## config.mk

```make
export PLATFORM = sky130hd
export DESIGN_NAME = packed_count_window_classifier_core
export DESIGN_NICKNAME = d
export VERILOG_FILES = /design/src/rtl/pcwc_pkg.sv /design/src/rtl/pcwc_div.sv /design/src/rtl/pcwc_dp.sv /design/src/rtl/pcwc_ctrl.sv /design/src/rtl/packed_count_window_classifier_core.sv
export SDC_FILE = /design/constraint.sdc
export NUM_CORES = 2
export LEC_CHECK = 0
export ABC_AREA = 1
export BUFFER_PORTS_ARGS = -buffer_cell sky130_fd_sc_hd__clkbuf_2
export CORE_MARGIN = 5
export CORE_UTILIZATION = 45
export DETAILED_ROUTE_END_ITERATION = 6
export GPL_TIMING_DRIVEN = 0
export PLACE_DENSITY = 0.69
export SYNTH_ARGS = -nofsm -noshare
export SYNTH_HDL_FRONTEND = slang
export SYNTH_SLANG_ARGS = --single-unit
```

## constraint.sdc

```tcl
create_clock -name clk -period 7.9 [get_ports clk]
set_input_delay 1.58 -clock clk [delete_from_list [all_inputs] [get_ports clk]]
set_output_delay 1.58 -clock clk [all_outputs]
set_load 0.005 [all_outputs]
```

## src/rtl/pcwc_pkg.sv

```systemverilog
package pcwc_pkg;

	localparam int ROW_W   = 40;
	localparam int WIN_W   = 24;
	localparam int FRAC_W  = 16;
	localparam int COL_W   = 16;
	localparam int SUM_W   = WIN_W + FRAC_W + 1;
	localparam int BETA_W  = FRAC_W + 1;
	localparam int RUN_W   = 14;
	localparam int CFG_W   = 40;
	localparam int DIVA_W  = 48;
	localparam int DIVB_W  = 32;
	localparam int RES_N   = 4;

	localparam logic [2:0] REG_FIRST   = 3'd0;
	localparam logic [2:0] REG_LAST    = 3'd1;
	localparam logic [2:0] REG_WINDOW  = 3'd2;
	localparam logic [2:0] REG_LIMIT   = 3'd3;
	localparam logic [2:0] REG_GRAN    = 3'd4;

	localparam logic [3:0] SYM_NONE = 4'd0;
	localparam logic [3:0] SYM_LOW  = 4'd1;
	localparam logic [3:0] SYM_MED  = 4'd2;
	localparam logic [3:0] SYM_HIGH = 4'd3;
	localparam logic [3:0] SYM_DEC0 = 4'd4;

	localparam logic [23:0] HIGH_TH = 24'd4390912;
	localparam logic [23:0] MED_TH  = 24'd2162688;

	typedef logic [3:0] cmd_t;

	localparam cmd_t CMD_NONE    = 4'd0;
	localparam cmd_t CMD_LOAD    = 4'd1;
	localparam cmd_t CMD_DECODE  = 4'd2;
	localparam cmd_t CMD_BETA_WB = 4'd3;
	localparam cmd_t CMD_SKIP    = 4'd4;
	localparam cmd_t CMD_TAKE    = 4'd5;
	localparam cmd_t CMD_ZDIV    = 4'd6;
	localparam cmd_t CMD_ZWB     = 4'd7;
	localparam cmd_t CMD_ZSUB    = 4'd8;
	localparam cmd_t CMD_ADD     = 4'd9;
	localparam cmd_t CMD_CLOSE0  = 4'd10;
	localparam cmd_t CMD_AVG     = 4'd11;
	localparam cmd_t CMD_AVG_WB  = 4'd12;
	localparam cmd_t CMD_FIN     = 4'd13;
	localparam cmd_t CMD_EOSCLR  = 4'd14;
	localparam cmd_t CMD_EMIT    = 4'd15;

	typedef struct packed {
		logic fin;
		logic rdy;
		logic div_busy;
		logic below;
		logic rows_zero;
		logic row_gt_last;
		logic past;
		logic n_zero;
		logic at_limit;
		logic wleft_zero;
		logic zrun_ok;
		logic valid_zero;
		logic fill_nz;
		logic eos;
		logic drain_end;
		logic out_free;
	} stat_t;

endpackage

```

## src/rtl/pcwc_div.sv

```systemverilog
module pcwc_div (
	input  logic                            clk,
	input  logic                            arst_n,
	input  logic                            start,
	input  logic [pcwc_pkg::DIVA_W-1:0]     dividend,
	input  logic [pcwc_pkg::DIVB_W-1:0]     divisor,
	output logic                            busy,
	output logic [pcwc_pkg::DIVA_W-1:0]     quotient
);

	logic [pcwc_pkg::DIVA_W-1:0] dvd_q;
	logic [pcwc_pkg::DIVB_W-1:0] rem_q;
	logic [pcwc_pkg::DIVB_W-1:0] dvs_q;
	logic [5:0]                  cnt_q;
	logic                        busy_q;
	logic [pcwc_pkg::DIVB_W:0]   r2;
	logic [pcwc_pkg::DIVB_W:0]   diff;
	logic                        ge;

	assign r2   = {rem_q, dvd_q[pcwc_pkg::DIVA_W-1]};
	assign diff = r2 - {1'b0, dvs_q};
	assign ge   = r2 >= {1'b0, dvs_q};

	always_ff @(posedge clk or negedge arst_n) begin
		if (!arst_n) begin
			busy_q <= 1'b0;
			cnt_q  <= '0;
			dvd_q  <= '0;
			rem_q  <= '0;
			dvs_q  <= '0;
		end else if (start) begin
			busy_q <= 1'b1;
			cnt_q  <= 6'(pcwc_pkg::DIVA_W);
			dvd_q  <= dividend;
			rem_q  <= '0;
			dvs_q  <= divisor;
		end else if (busy_q) begin
			dvd_q <= {dvd_q[pcwc_pkg::DIVA_W-2:0], ge};
			rem_q <= ge ? diff[pcwc_pkg::DIVB_W-1:0] : r2[pcwc_pkg::DIVB_W-1:0];
			cnt_q <= cnt_q - 6'd1;
			if (cnt_q == 6'd1) begin
				busy_q <= 1'b0;
			end
		end
	end

	assign busy     = busy_q;
	assign quotient = dvd_q;

endmodule

```

## src/rtl/pcwc_dp.sv

```systemverilog
module pcwc_dp (
	input  logic                          clk,
	input  logic                          arst_n,
	input  pcwc_pkg::cmd_t                cmd,
	output pcwc_pkg::stat_t               stat,
	input  logic [7:0]                    in_byte,
	input  logic                          in_eos,
	input  logic                          cfg_we,
	input  logic [2:0]                    cfg_addr,
	input  logic [pcwc_pkg::CFG_W-1:0]    cfg_data,
	output logic                          out_valid,
	input  logic                          out_ready,
	output logic [3:0]                    out_sym,
	output logic [15:0]                   out_cnt,
	output logic                          out_last
);

	localparam int ROW_W  = pcwc_pkg::ROW_W;
	localparam int WIN_W  = pcwc_pkg::WIN_W;
	localparam int COL_W  = pcwc_pkg::COL_W;
	localparam int SUM_W  = pcwc_pkg::SUM_W;
	localparam int BETA_W = pcwc_pkg::BETA_W;
	localparam int RUN_W  = pcwc_pkg::RUN_W;

	logic [ROW_W-1:0]  first_q, last_q;
	logic [WIN_W-1:0]  win_q;
	logic [COL_W-1:0]  lim_q;
	logic              gran_q;

	logic [63:0]       rec_q;
	logic [3:0]        pend_q;
	logic              rdy_q, eos_q, fin_q, cov_q, below_q, past_q;
	logic [ROW_W-1:0]  row_q;
	logic [RUN_W-1:0]  rows_q, n_q, prod_q;
	logic [BETA_W-1:0] beta_q;
	logic [SUM_W-1:0]  sum_q;
	logic [WIN_W-1:0]  valid_q, fill_q;
	logic [COL_W-1:0]  cols_q;

	logic [3:0]        rsym_q [pcwc_pkg::RES_N];
	logic [15:0]       rcnt_q [pcwc_pkg::RES_N];
	logic [2:0]        res_n_q, idx_q;
	logic [3:0]        lsym_q;
	logic [15:0]       lcnt_q;

	logic              ovalid_q, olast_q;
	logic [3:0]        osym_q;
	logic [15:0]       ocnt_q;

	logic [63:0]       newrec;
	logic [3:0]        pend_new, need;
	logic [RUN_W-1:0]  rows_dec;
	logic [30:0]       m_dec, u_dec;
	logic [31:0]       mu;
	logic              cov_dec;
	logic [WIN_W-1:0]  ws, wleft;
	logic [ROW_W-1:0]  diff;
	logic [RUN_W-1:0]  skip, take, t;
	logic [ROW_W:0]    avail;
	logic [COL_W-1:0]  room, kk;
	logic [39:0]       prod;
	logic [16:0]       avg;
	logic [20:0]       p10;
	logic [23:0]       p100;
	logic [3:0]        dsat, sym_avg;
	logic              div_start, div_busy;
	logic [pcwc_pkg::DIVA_W-1:0] div_a, div_q;
	logic [pcwc_pkg::DIVB_W-1:0] div_b;
	logic              push_en, merge;
	logic [3:0]        push_sym;
	logic [15:0]       push_cnt, msat;
	logic [16:0]       msum;

	always_comb begin
		newrec = ((pend_q == 4'd0) ? 64'd0 : rec_q)
			| ({56'd0, in_byte} << {pend_q[2:0], 3'b000});
		pend_new = pend_q + 4'd1;
		case (newrec[1:0])
			2'd1:    need = 4'd1;
			2'd3:    need = 4'd8;
			default: need = 4'd2;
		endcase
	end

	always_comb begin
		rows_dec = 14'd1;
		m_dec    = '0;
		u_dec    = '0;
		case (rec_q[1:0])
			2'd0: begin
				rows_dec = rec_q[15:2];
			end
			2'd1: begin
				m_dec = {28'd0, rec_q[7:5]};
				u_dec = {28'd0, rec_q[4:2]};
			end
			2'd2: begin
				m_dec = {24'd0, rec_q[15:9]};
				u_dec = {24'd0, rec_q[8:2]};
			end
			default: begin
				m_dec = rec_q[63:33];
				u_dec = rec_q[32:2];
			end
		endcase
		mu      = {1'b0, m_dec} + {1'b0, u_dec};
		cov_dec = mu != 32'd0;
	end

	assign ws    = (win_q == '0) ? WIN_W'(1) : win_q;
	assign wleft = ws - fill_q;
	assign diff  = first_q - row_q;
	assign skip  = (diff < ROW_W'(rows_q)) ? diff[RUN_W-1:0] : rows_q;
	assign avail = {1'b0, last_q} - {1'b0, row_q} + (ROW_W+1)'(1);
	assign take  = ((ROW_W+1)'(rows_q) < avail) ? rows_q : avail[RUN_W-1:0];
	assign t     = (WIN_W'(n_q) < wleft) ? n_q : wleft[RUN_W-1:0];
	assign room  = lim_q - cols_q;
	assign kk    = (COL_W'(div_q[RUN_W-1:0]) > room) ? room : COL_W'(div_q[RUN_W-1:0]);
	assign prod  = 40'(kk) * 40'(ws);

	assign avg  = div_q[16:0];
	assign p10  = 21'(avg) * 21'd10;
	assign p100 = 24'(avg) * 24'd100;
	assign dsat = (p10[20:16] > 5'd9) ? 4'd9 : p10[19:16];

	always_comb begin
		if (gran_q) begin
			sym_avg = pcwc_pkg::SYM_DEC0 + dsat;
		end else if (p100 > pcwc_pkg::HIGH_TH) begin
			sym_avg = pcwc_pkg::SYM_HIGH;
		end else if (p100 > pcwc_pkg::MED_TH) begin
			sym_avg = pcwc_pkg::SYM_MED;
		end else begin
			sym_avg = pcwc_pkg::SYM_LOW;
		end
	end

	always_comb begin
		div_start = 1'b0;
		div_a     = {1'b0, m_dec, 16'd0};
		div_b     = mu;
		case (cmd)
			pcwc_pkg::CMD_DECODE: begin
				div_start = 1'b1;
			end
			pcwc_pkg::CMD_ZDIV: begin
				div_start = 1'b1;
				div_a     = pcwc_pkg::DIVA_W'(n_q);
				div_b     = pcwc_pkg::DIVB_W'(ws);
			end
			pcwc_pkg::CMD_AVG: begin
				div_start = 1'b1;
				div_a     = pcwc_pkg::DIVA_W'(sum_q);
				div_b     = pcwc_pkg::DIVB_W'(valid_q);
			end
			default: begin
			end
		endcase
	end

	pcwc_div u_div (
		.clk      (clk),
		.arst_n   (arst_n),
		.start    (div_start),
		.dividend (div_a),
		.divisor  (div_b),
		.busy     (div_busy),
		.quotient (div_q)
	);

	always_comb begin
		push_en  = 1'b0;
		push_sym = pcwc_pkg::SYM_NONE;
		push_cnt = 16'd1;
		case (cmd)
			pcwc_pkg::CMD_ZWB: begin
				push_en  = 1'b1;
				push_cnt = kk;
			end
			pcwc_pkg::CMD_CLOSE0: begin
				push_en = 1'b1;
			end
			pcwc_pkg::CMD_AVG_WB: begin
				push_en  = 1'b1;
				push_sym = sym_avg;
			end
			pcwc_pkg::CMD_FIN: begin
				push_en  = res_n_q == 3'd0;
				push_cnt = 16'd0;
			end
			default: begin
			end
		endcase
		merge = (res_n_q != 3'd0) && (push_sym == pcwc_pkg::SYM_NONE)
			&& (lsym_q == pcwc_pkg::SYM_NONE);
		msum  = {1'b0, lcnt_q} + {1'b0, push_cnt};
		msat  = msum[16] ? 16'hffff : msum[15:0];
	end

	always_ff @(posedge clk) begin
		if (push_en) begin
			if (merge) begin
				rcnt_q[2'(res_n_q - 3'd1)] <= msat;
			end else if (res_n_q < 3'(pcwc_pkg::RES_N)) begin
				rsym_q[res_n_q[1:0]] <= push_sym;
				rcnt_q[res_n_q[1:0]] <= push_cnt;
			end
		end
	end

	always_ff @(posedge clk or negedge arst_n) begin
		if (!arst_n) begin
			first_q  <= '0;
			last_q   <= '0;
			win_q    <= WIN_W'(1);
			lim_q    <= COL_W'(80);
			gran_q   <= 1'b0;
			rec_q    <= '0;
			pend_q   <= '0;
			rdy_q    <= 1'b0;
			eos_q    <= 1'b0;
			fin_q    <= 1'b0;
			cov_q    <= 1'b0;
			below_q  <= 1'b0;
			past_q   <= 1'b0;
			row_q    <= '0;
			rows_q   <= '0;
			n_q      <= '0;
			prod_q   <= '0;
			beta_q   <= '0;
			sum_q    <= '0;
			valid_q  <= '0;
			fill_q   <= '0;
			cols_q   <= '0;
			res_n_q  <= '0;
			idx_q    <= '0;
			lsym_q   <= '0;
			lcnt_q   <= '0;
			ovalid_q <= 1'b0;
			olast_q  <= 1'b0;
			osym_q   <= '0;
			ocnt_q   <= '0;
		end else begin
			if (cfg_we) begin
				case (cfg_addr)
					pcwc_pkg::REG_FIRST:  first_q <= cfg_data[ROW_W-1:0];
					pcwc_pkg::REG_LAST:   last_q  <= cfg_data[ROW_W-1:0];
					pcwc_pkg::REG_WINDOW: win_q   <= cfg_data[WIN_W-1:0];
					pcwc_pkg::REG_LIMIT:  lim_q   <= cfg_data[COL_W-1:0];
					pcwc_pkg::REG_GRAN:   gran_q  <= cfg_data[0];
					default: begin
					end
				endcase
			end

			if (push_en) begin
				if (merge) begin
					lcnt_q <= msat;
				end else if (res_n_q < 3'(pcwc_pkg::RES_N)) begin
					lsym_q  <= push_sym;
					lcnt_q  <= push_cnt;
					res_n_q <= res_n_q + 3'd1;
				end
			end

			if (ovalid_q && out_ready && (cmd != pcwc_pkg::CMD_EMIT)) begin
				ovalid_q <= 1'b0;
			end

			case (cmd)
				pcwc_pkg::CMD_LOAD: begin
					res_n_q <= '0;
					idx_q   <= '0;
					eos_q   <= in_eos;
					if (!fin_q) begin
						rec_q <= newrec;
						if (pend_new >= need) begin
							pend_q <= '0;
							rdy_q  <= 1'b1;
						end else begin
							pend_q <= pend_new;
							rdy_q  <= 1'b0;
						end
					end
				end
				pcwc_pkg::CMD_DECODE: begin
					rows_q <= rows_dec;
					cov_q  <= cov_dec;
				end
				pcwc_pkg::CMD_BETA_WB: begin
					beta_q <= cov_q ? div_q[BETA_W-1:0] : '0;
				end
				pcwc_pkg::CMD_SKIP: begin
					below_q <= row_q < first_q;
					if (row_q < first_q) begin
						row_q  <= row_q + ROW_W'(skip);
						rows_q <= rows_q - skip;
					end
				end
				pcwc_pkg::CMD_TAKE: begin
					n_q    <= take;
					past_q <= !((ROW_W+1)'(rows_q) < avail);
					row_q  <= row_q + ROW_W'(take);
				end
				pcwc_pkg::CMD_ZWB: begin
					cols_q <= cols_q + kk;
					prod_q <= prod[RUN_W-1:0];
				end
				pcwc_pkg::CMD_ZSUB: begin
					n_q <= n_q - prod_q;
				end
				pcwc_pkg::CMD_ADD: begin
					if (cov_q) begin
						sum_q   <= sum_q + SUM_W'(beta_q);
						valid_q <= valid_q + WIN_W'(t);
					end
					fill_q <= fill_q + WIN_W'(t);
					n_q    <= n_q - t;
				end
				pcwc_pkg::CMD_CLOSE0, pcwc_pkg::CMD_AVG_WB: begin
					cols_q  <= cols_q + COL_W'(1);
					sum_q   <= '0;
					valid_q <= '0;
					fill_q  <= '0;
				end
				pcwc_pkg::CMD_FIN: begin
					fin_q <= 1'b1;
				end
				pcwc_pkg::CMD_EOSCLR: begin
					if (eos_q) begin
						pend_q <= '0;
					end
				end
				pcwc_pkg::CMD_EMIT: begin
					ovalid_q <= 1'b1;
					osym_q   <= rsym_q[idx_q[1:0]];
					ocnt_q   <= rcnt_q[idx_q[1:0]];
					olast_q  <= fin_q && (idx_q == res_n_q - 3'd1);
					idx_q    <= idx_q + 3'd1;
				end
				default: begin
				end
			endcase
		end
	end

	always_comb begin
		stat.fin         = fin_q;
		stat.rdy         = rdy_q;
		stat.div_busy    = div_busy;
		stat.below       = below_q;
		stat.rows_zero   = rows_q == '0;
		stat.row_gt_last = row_q > last_q;
		stat.past        = past_q;
		stat.n_zero      = n_q == '0;
		stat.at_limit    = cols_q >= lim_q;
		stat.wleft_zero  = fill_q >= ws;
		stat.zrun_ok     = (fill_q == '0) && !cov_q && (WIN_W'(n_q) >= ws);
		stat.valid_zero  = valid_q == '0;
		stat.fill_nz     = fill_q != '0;
		stat.eos         = eos_q;
		stat.drain_end   = idx_q == res_n_q;
		stat.out_free    = !ovalid_q || out_ready;
	end

	assign out_valid = ovalid_q;
	assign out_sym   = osym_q;
	assign out_cnt   = ocnt_q;
	assign out_last  = olast_q;

endmodule

```

## src/rtl/pcwc_ctrl.sv

```systemverilog
module pcwc_ctrl (
	input  logic             clk,
	input  logic             arst_n,
	input  logic             in_valid,
	output logic             in_ready,
	input  pcwc_pkg::stat_t  stat,
	output pcwc_pkg::cmd_t   cmd
);

	localparam logic [3:0] ST_IDLE   = 4'd0;
	localparam logic [3:0] ST_ROUTE  = 4'd1;
	localparam logic [3:0] ST_DEC    = 4'd2;
	localparam logic [3:0] ST_BWAIT  = 4'd3;
	localparam logic [3:0] ST_SKIP   = 4'd4;
	localparam logic [3:0] ST_RCHK   = 4'd5;
	localparam logic [3:0] ST_FEED   = 4'd6;
	localparam logic [3:0] ST_ADDCHK = 4'd7;
	localparam logic [3:0] ST_ZWAIT  = 4'd8;
	localparam logic [3:0] ST_ZSUB   = 4'd9;
	localparam logic [3:0] ST_CLOSE  = 4'd10;
	localparam logic [3:0] ST_AWAIT  = 4'd11;
	localparam logic [3:0] ST_FINISH = 4'd12;
	localparam logic [3:0] ST_FIN2   = 4'd13;
	localparam logic [3:0] ST_ENDCHK = 4'd14;
	localparam logic [3:0] ST_DRAIN  = 4'd15;

	logic [3:0] state_q, state_d;
	logic       ret_q, ret_d;
	logic [3:0] after_close;

	assign after_close = ret_q ? ST_FIN2 : ST_FEED;
	assign in_ready    = state_q == ST_IDLE;

	always_comb begin
		state_d = state_q;
		ret_d   = ret_q;
		cmd     = pcwc_pkg::CMD_NONE;
		case (state_q)
			ST_IDLE: begin
				if (in_valid) begin
					cmd     = pcwc_pkg::CMD_LOAD;
					state_d = stat.fin ? ST_IDLE : ST_ROUTE;
				end
			end
			ST_ROUTE: begin
				state_d = stat.rdy ? ST_DEC : ST_ENDCHK;
			end
			ST_DEC: begin
				cmd     = pcwc_pkg::CMD_DECODE;
				state_d = ST_BWAIT;
			end
			ST_BWAIT: begin
				if (!stat.div_busy) begin
					cmd     = pcwc_pkg::CMD_BETA_WB;
					state_d = ST_SKIP;
				end
			end
			ST_SKIP: begin
				cmd     = pcwc_pkg::CMD_SKIP;
				state_d = ST_RCHK;
			end
			ST_RCHK: begin
				if (stat.below && stat.rows_zero) begin
					state_d = ST_ENDCHK;
				end else if (stat.row_gt_last) begin
					state_d = ST_FINISH;
				end else begin
					cmd     = pcwc_pkg::CMD_TAKE;
					state_d = ST_FEED;
				end
			end
			ST_FEED: begin
				if (stat.n_zero || stat.at_limit) begin
					state_d = stat.past ? ST_FINISH : ST_ENDCHK;
				end else if (stat.wleft_zero) begin
					ret_d   = 1'b0;
					state_d = ST_CLOSE;
				end else if (stat.zrun_ok) begin
					cmd     = pcwc_pkg::CMD_ZDIV;
					state_d = ST_ZWAIT;
				end else begin
					cmd     = pcwc_pkg::CMD_ADD;
					state_d = ST_ADDCHK;
				end
			end
			ST_ADDCHK: begin
				if (stat.wleft_zero) begin
					ret_d   = 1'b0;
					state_d = ST_CLOSE;
				end else begin
					state_d = ST_FEED;
				end
			end
			ST_ZWAIT: begin
				if (!stat.div_busy) begin
					cmd     = pcwc_pkg::CMD_ZWB;
					state_d = ST_ZSUB;
				end
			end
			ST_ZSUB: begin
				cmd     = pcwc_pkg::CMD_ZSUB;
				state_d = ST_FEED;
			end
			ST_CLOSE: begin
				if (stat.valid_zero) begin
					cmd     = pcwc_pkg::CMD_CLOSE0;
					state_d = after_close;
				end else begin
					cmd     = pcwc_pkg::CMD_AVG;
					state_d = ST_AWAIT;
				end
			end
			ST_AWAIT: begin
				if (!stat.div_busy) begin
					cmd     = pcwc_pkg::CMD_AVG_WB;
					state_d = after_close;
				end
			end
			ST_FINISH: begin
				if (stat.fill_nz && !stat.at_limit) begin
					ret_d   = 1'b1;
					state_d = ST_CLOSE;
				end else begin
					state_d = ST_FIN2;
				end
			end
			ST_FIN2: begin
				cmd     = pcwc_pkg::CMD_FIN;
				state_d = ST_ENDCHK;
			end
			ST_ENDCHK: begin
				if (!stat.fin && (stat.at_limit || stat.eos)) begin
					cmd     = pcwc_pkg::CMD_EOSCLR;
					state_d = ST_FINISH;
				end else begin
					state_d = ST_DRAIN;
				end
			end
			ST_DRAIN: begin
				if (stat.drain_end) begin
					state_d = ST_IDLE;
				end else if (stat.out_free) begin
					cmd = pcwc_pkg::CMD_EMIT;
				end
			end
			default: begin
				state_d = ST_IDLE;
			end
		endcase
	end

	always_ff @(posedge clk or negedge arst_n) begin
		if (!arst_n) begin
			state_q <= ST_IDLE;
			ret_q   <= 1'b0;
		end else begin
			state_q <= state_d;
			ret_q   <= ret_d;
		end
	end

endmodule

```

## src/rtl/packed_count_window_classifier_core.sv

```systemverilog
// A byte that completes a count record waits on the serial divider for beta before the next
// request is taken; each window closed with coverage adds a further division for the average,
// and so does a long zero run. Throughput: one byte at a time, set by the shared radix-2
// divider; results drain one per cycle afterward while the output accepts them. Reset clears
// all state except the result buffer; registers return to defaults.
module packed_count_window_classifier_core (
	input  logic                          clk,
	input  logic                          arst_n,
	input  logic                          s_tvalid,
	output logic                          s_tready,
	input  logic [7:0]                    s_tdata,   // stream_byte
	input  logic                          s_tlast,   // end_of_stream
	output logic                          m_tvalid,
	input  logic                          m_tready,
	output logic [23:0]                   m_tdata,   // symbol[3:0], repeat_count[19:4], zero pad
	output logic                          m_tlast,   // region_done
	input  logic                          cfg_we,
	input  logic [2:0]                    cfg_addr,
	input  logic [pcwc_pkg::CFG_W-1:0]    cfg_data
);

	pcwc_pkg::cmd_t  cmd;
	pcwc_pkg::stat_t stat;
	logic [3:0]      sym;
	logic [15:0]     cnt;

	pcwc_ctrl u_ctrl (
		.clk      (clk),
		.arst_n   (arst_n),
		.in_valid (s_tvalid),
		.in_ready (s_tready),
		.stat     (stat),
		.cmd      (cmd)
	);

	pcwc_dp u_dp (
		.clk       (clk),
		.arst_n    (arst_n),
		.cmd       (cmd),
		.stat      (stat),
		.in_byte   (s_tdata),
		.in_eos    (s_tlast),
		.cfg_we    (cfg_we),
		.cfg_addr  (cfg_addr),
		.cfg_data  (cfg_data),
		.out_valid (m_tvalid),
		.out_ready (m_tready),
		.out_sym   (sym),
		.out_cnt   (cnt),
		.out_last  (m_tlast)
	);

	assign m_tdata = {4'd0, cnt, sym};

endmodule

```

==> results.toml <==
[worst_setup_path]
crit_slowest_cell = "fa_1"
required_ns = 8.52
critical_path.top_delay_family = "adder cells"
arrival_ns = 8.72
endpoint_kind = "flop"
critPathKind = "flop to flop"
path_buf_inv = 10
critPathMaxStageDelay_ns = 0.58
crit_cells = 45
start_kind = "flop"
reg2reg_depth = 45
cp_max_fo = 5

[global_route]
overflow = 0
antenna_found_initial = 3
grt_use_total = 0.272
grt_pass1_wl_um = 274000
grt_pass1_vias = 48900
grt_max_degree = 111

[pwr]
leakage_uw = 0.0297
p_per_area_nw_per_um2 = 444
peakVddDrop_mv = 0.402

[outcome]
status = "finished with violations"
failed_checks = "setup timing"

[layout]
drive_gt1_frac = 0.0754
syn_to_final_growth_pct = 12.6
fin_cells = 9133
finalInstanceArea_um2 = 60500
utilization = 0.511
num-nets-final = 8191

[synthesis]
yosysWarnings = 0
ys.flop_type = "dfrtp_1"
ys_types = 81
async_flop_share = 0.877
seq_area_frac_synth = 0.311
syn_avg_cell_area_um2 = 7.42
synth-edff-count = 80
syn_inst = 7241
synth_seq_cells = 651
netlist_area_um2 = 53800

[cts]
cts_made_buffers = 78
clk_root_buffer_cell = "clkbuf_16"
cts_tree = "built"
path_clk_slew_ns = 0.06
clkLatencyLatePin_ns = 0.69
clkSinkCount = 651
hold_buffers = 0
clock_path_buffers = 3
htree_levels = 3

[sta]
fin_ws_ns = -0.204
fmax_ghz = 0.123
fin_crit_sh = 1.03
hold_viol_final = 0
worstMarginPinSlew_ns = 1.19
rsz0062_at_grt = "yes"
fin_worst_skew_ns = 0.0495
relSlewSlack = 0.199
setup_viol = 1
maxSlewViolCount = 0
fin_crit_ns = 8.10
hold_ws_ns = 0.478

[placement]
globalplace.congestion = 0.967
dp_worst_setup_slack_ns = -1.29
io_buffers = 79
dpl.hpwl_um = 142000
dpl_cell_area_um2 = 56400
dp_cells = 8933

[hold_path]
hp-class = "flop to flop"
whs_path_depth = 2

[drt]
detail-route-antenna-nets = 0
wl_per_cell_um = 19.4
viasPerCell = 5.56
vias = 50800
drc = 0
wl_um = 178000
firstDrtPassIters = 6
drt_iter0_markers = 4225

[flow_run]
maxCapViolations = 0

[floorplan]
initial_utilization = 0.454
coreArea_um2 = 118000
io_pins = 84
dieArea_um2 = 126000
dieWidth_um = 356
die_h_um = 356
rows = 126
## worst min-delay path, delay by kind of cell (launching register included)
| family | cells | cell delay, ns |
|---|---|---|
| flip-flops | 1 | 0.34 |
| AND/OR/NAND/NOR | 2 | 0.10 |
## layout make-up
class / count / area, µm²
repair buffers: 147 / 1090
clock inverters: 32 / 562
fillers: 11400 / 57800
multi-input cells: 5336 / 33100
clock buffers: 110 / 2210
flip-flops and latches: 651 / 16700
inverters: 1041 / 3940
plain buffers: 213 / 911
diodes: 3 / 7.51
well taps: 1600 / 2000
## path summary, 6_finish.rpt
path,startpoint,endpoint,slack [ns]
worst max register to register,u_dp.lim_q[6]$_DFFE_PN1P_,u_dp.prod_q[13]$_DFFE_PN0N_,-0.20
worst min register to register,u_dp.out_cnt[7]$_DFFE_PN0P_,u_dp.out_cnt[7]$_DFFE_PN0P_,0.48
worst max-delay path,u_dp.lim_q[6]$_DFFE_PN1P_,u_dp.prod_q[13]$_DFFE_PN0N_,-0.20
max in group asynchronous,arst_n,u_dp.win_q[12]$_DFFE_PN0P_,5.41
worst min-delay path,u_dp.out_cnt[7]$_DFFE_PN0P_,u_dp.out_cnt[7]$_DFFE_PN0P_,0.48
min in group asynchronous,arst_n,u_dp.u_div.rem_q[23]$_DFFE_PN0P_,0.92
## layout by cell type (no fill, tap or decap), types with 19 or more instances in the layout
cell type | Yosys | final
nand4_1 | 94 | 94
a21oi_1 | 475 | 461
ha_4 | 0 | 25
clkbuf_1 | 165 | 177
ha_1 | 584 | 557
edfxtp_1 | 80 | 80
o31ai_1 | 20 | 19
xor2_1 | 194 | 190
nor3_1 | 79 | 79
buf_4 | 9 | 63
a22oi_1 | 31 | 31
fa_1 | 82 | 77
o21ai_1 | 46 | 53
o22ai_1 | 153 | 153
nand2_1 | 1534 | 1496
clkbuf_16 | 0 | 78
o21bai_1 | 22 | 22
buf_2 | 33 | 33
a31oi_1 | 36 | 36
xnor2_1 | 105 | 101
or2_2 | 21 | 21
nor4_1 | 52 | 51
dfrtp_1 | 568 | 562
nor2_1 | 617 | 601
a21o_1 | 28 | 28
inv_1 | 1023 | 998
nand3_1 | 273 | 265
o21a_1 | 27 | 27
o211ai_1 | 24 | 24
inv_2 | 10 | 28
o221ai_1 | 24 | 24
clkbuf_2 | 1 | 79
nand2_2 | 19 | 41
o21ai_0 | 649 | 636
## per-layer routing
layer,share of wire,vias up,GRT usage
li1,-,24600,-
met1,0.41,24000,0.344
met2,0.47,1679,0.463
met3,0.061,469,0.0360
met4,0.057,4,0.128
met5,0.00012,-,0
## metrics by stage
step	setup TNS, ns	total power, µW
finish	-0.204	26900
detailed placement	-33.62	21100
CTS	-0.187	26100
global route	-0.953	29000
floorplan	0	16500
global placement	-4867.54	20800
## synthesized netlist by cell type (28+ instances only)
cell | instances | share of area
nand3_1 | 273 | 0.025
a22oi_1 | 31 | 0.0043
xor2_1 | 194 | 0.032
nor2_1 | 617 | 0.043
a31oi_1 | 36 | 0.0042
nor4_1 | 52 | 0.0061
nand2_1 | 1534 | 0.11
clkbuf_1 | 165 | 0.012
nand4_1 | 94 | 0.011
dfrtp_1 | 568 | 0.26
fa_1 | 82 | 0.031
edfxtp_1 | 80 | 0.045
o22ai_1 | 153 | 0.018
a21o_1 | 28 | 0.0039
nor3_1 | 79 | 0.0074
xnor2_1 | 105 | 0.017
a21oi_1 | 475 | 0.044
ha_1 | 584 | 0.14
o21ai_1 | 46 | 0.0043
buf_2 | 33 | 0.0031
inv_1 | 1023 | 0.071
o21ai_0 | 649 | 0.060
## cells by family after synthesis
logic type | after synthesis | synth area share
adders and majority gates | 666 | 0.166
muxes | 8 | 0.00149
DFF | 651 | 0.311
other | 1 | 0.0000698
and+or+nand+nor | 2745 | 0.213
xor gates and xnor gates | 301 | 0.0496
buffers and inverters | 1260 | 0.0900
AOI/OAI and AO/OA | 1609 | 0.169
## power by group
part | internal (µW) | switching [µW]
Clock | 2330 | 1570
Sequential | 4440 | 888
Combinational | 6470 | 11200
## sequential cells by signal (all words and copies together), names as in the netlist, 14 cells and up
name	count
u_dp.beta_q	17
u_dp.cols_q	16
u_dp.fill_q	24
u_dp.first_q	40
u_dp.last_q	40
u_dp.lcnt_q	16
u_dp.lim_q	16
u_dp.n_q	14
u_dp.out_cnt	16
u_dp.prod_q	14
u_dp.rcnt_q	64
u_dp.rec_q	64
u_dp.row_q	40
u_dp.rows_q	14
u_dp.rsym_q	16
u_dp.sum_q	41
u_dp.u_div.dvs_q	32
u_dp.u_div.quotient	48
u_dp.u_div.rem_q	32
u_dp.valid_q	24
u_dp.win_q	24
## what timing repair did
item / in CTS / in global routing
pin swaps: 62 / 38
gates cloned: 1 / 0
gates resized for setup: 125 / 90
setup endpoints to repair: 56 / 44
buffers inserted: 37 / 23
(Power assumes the default switching activity.)
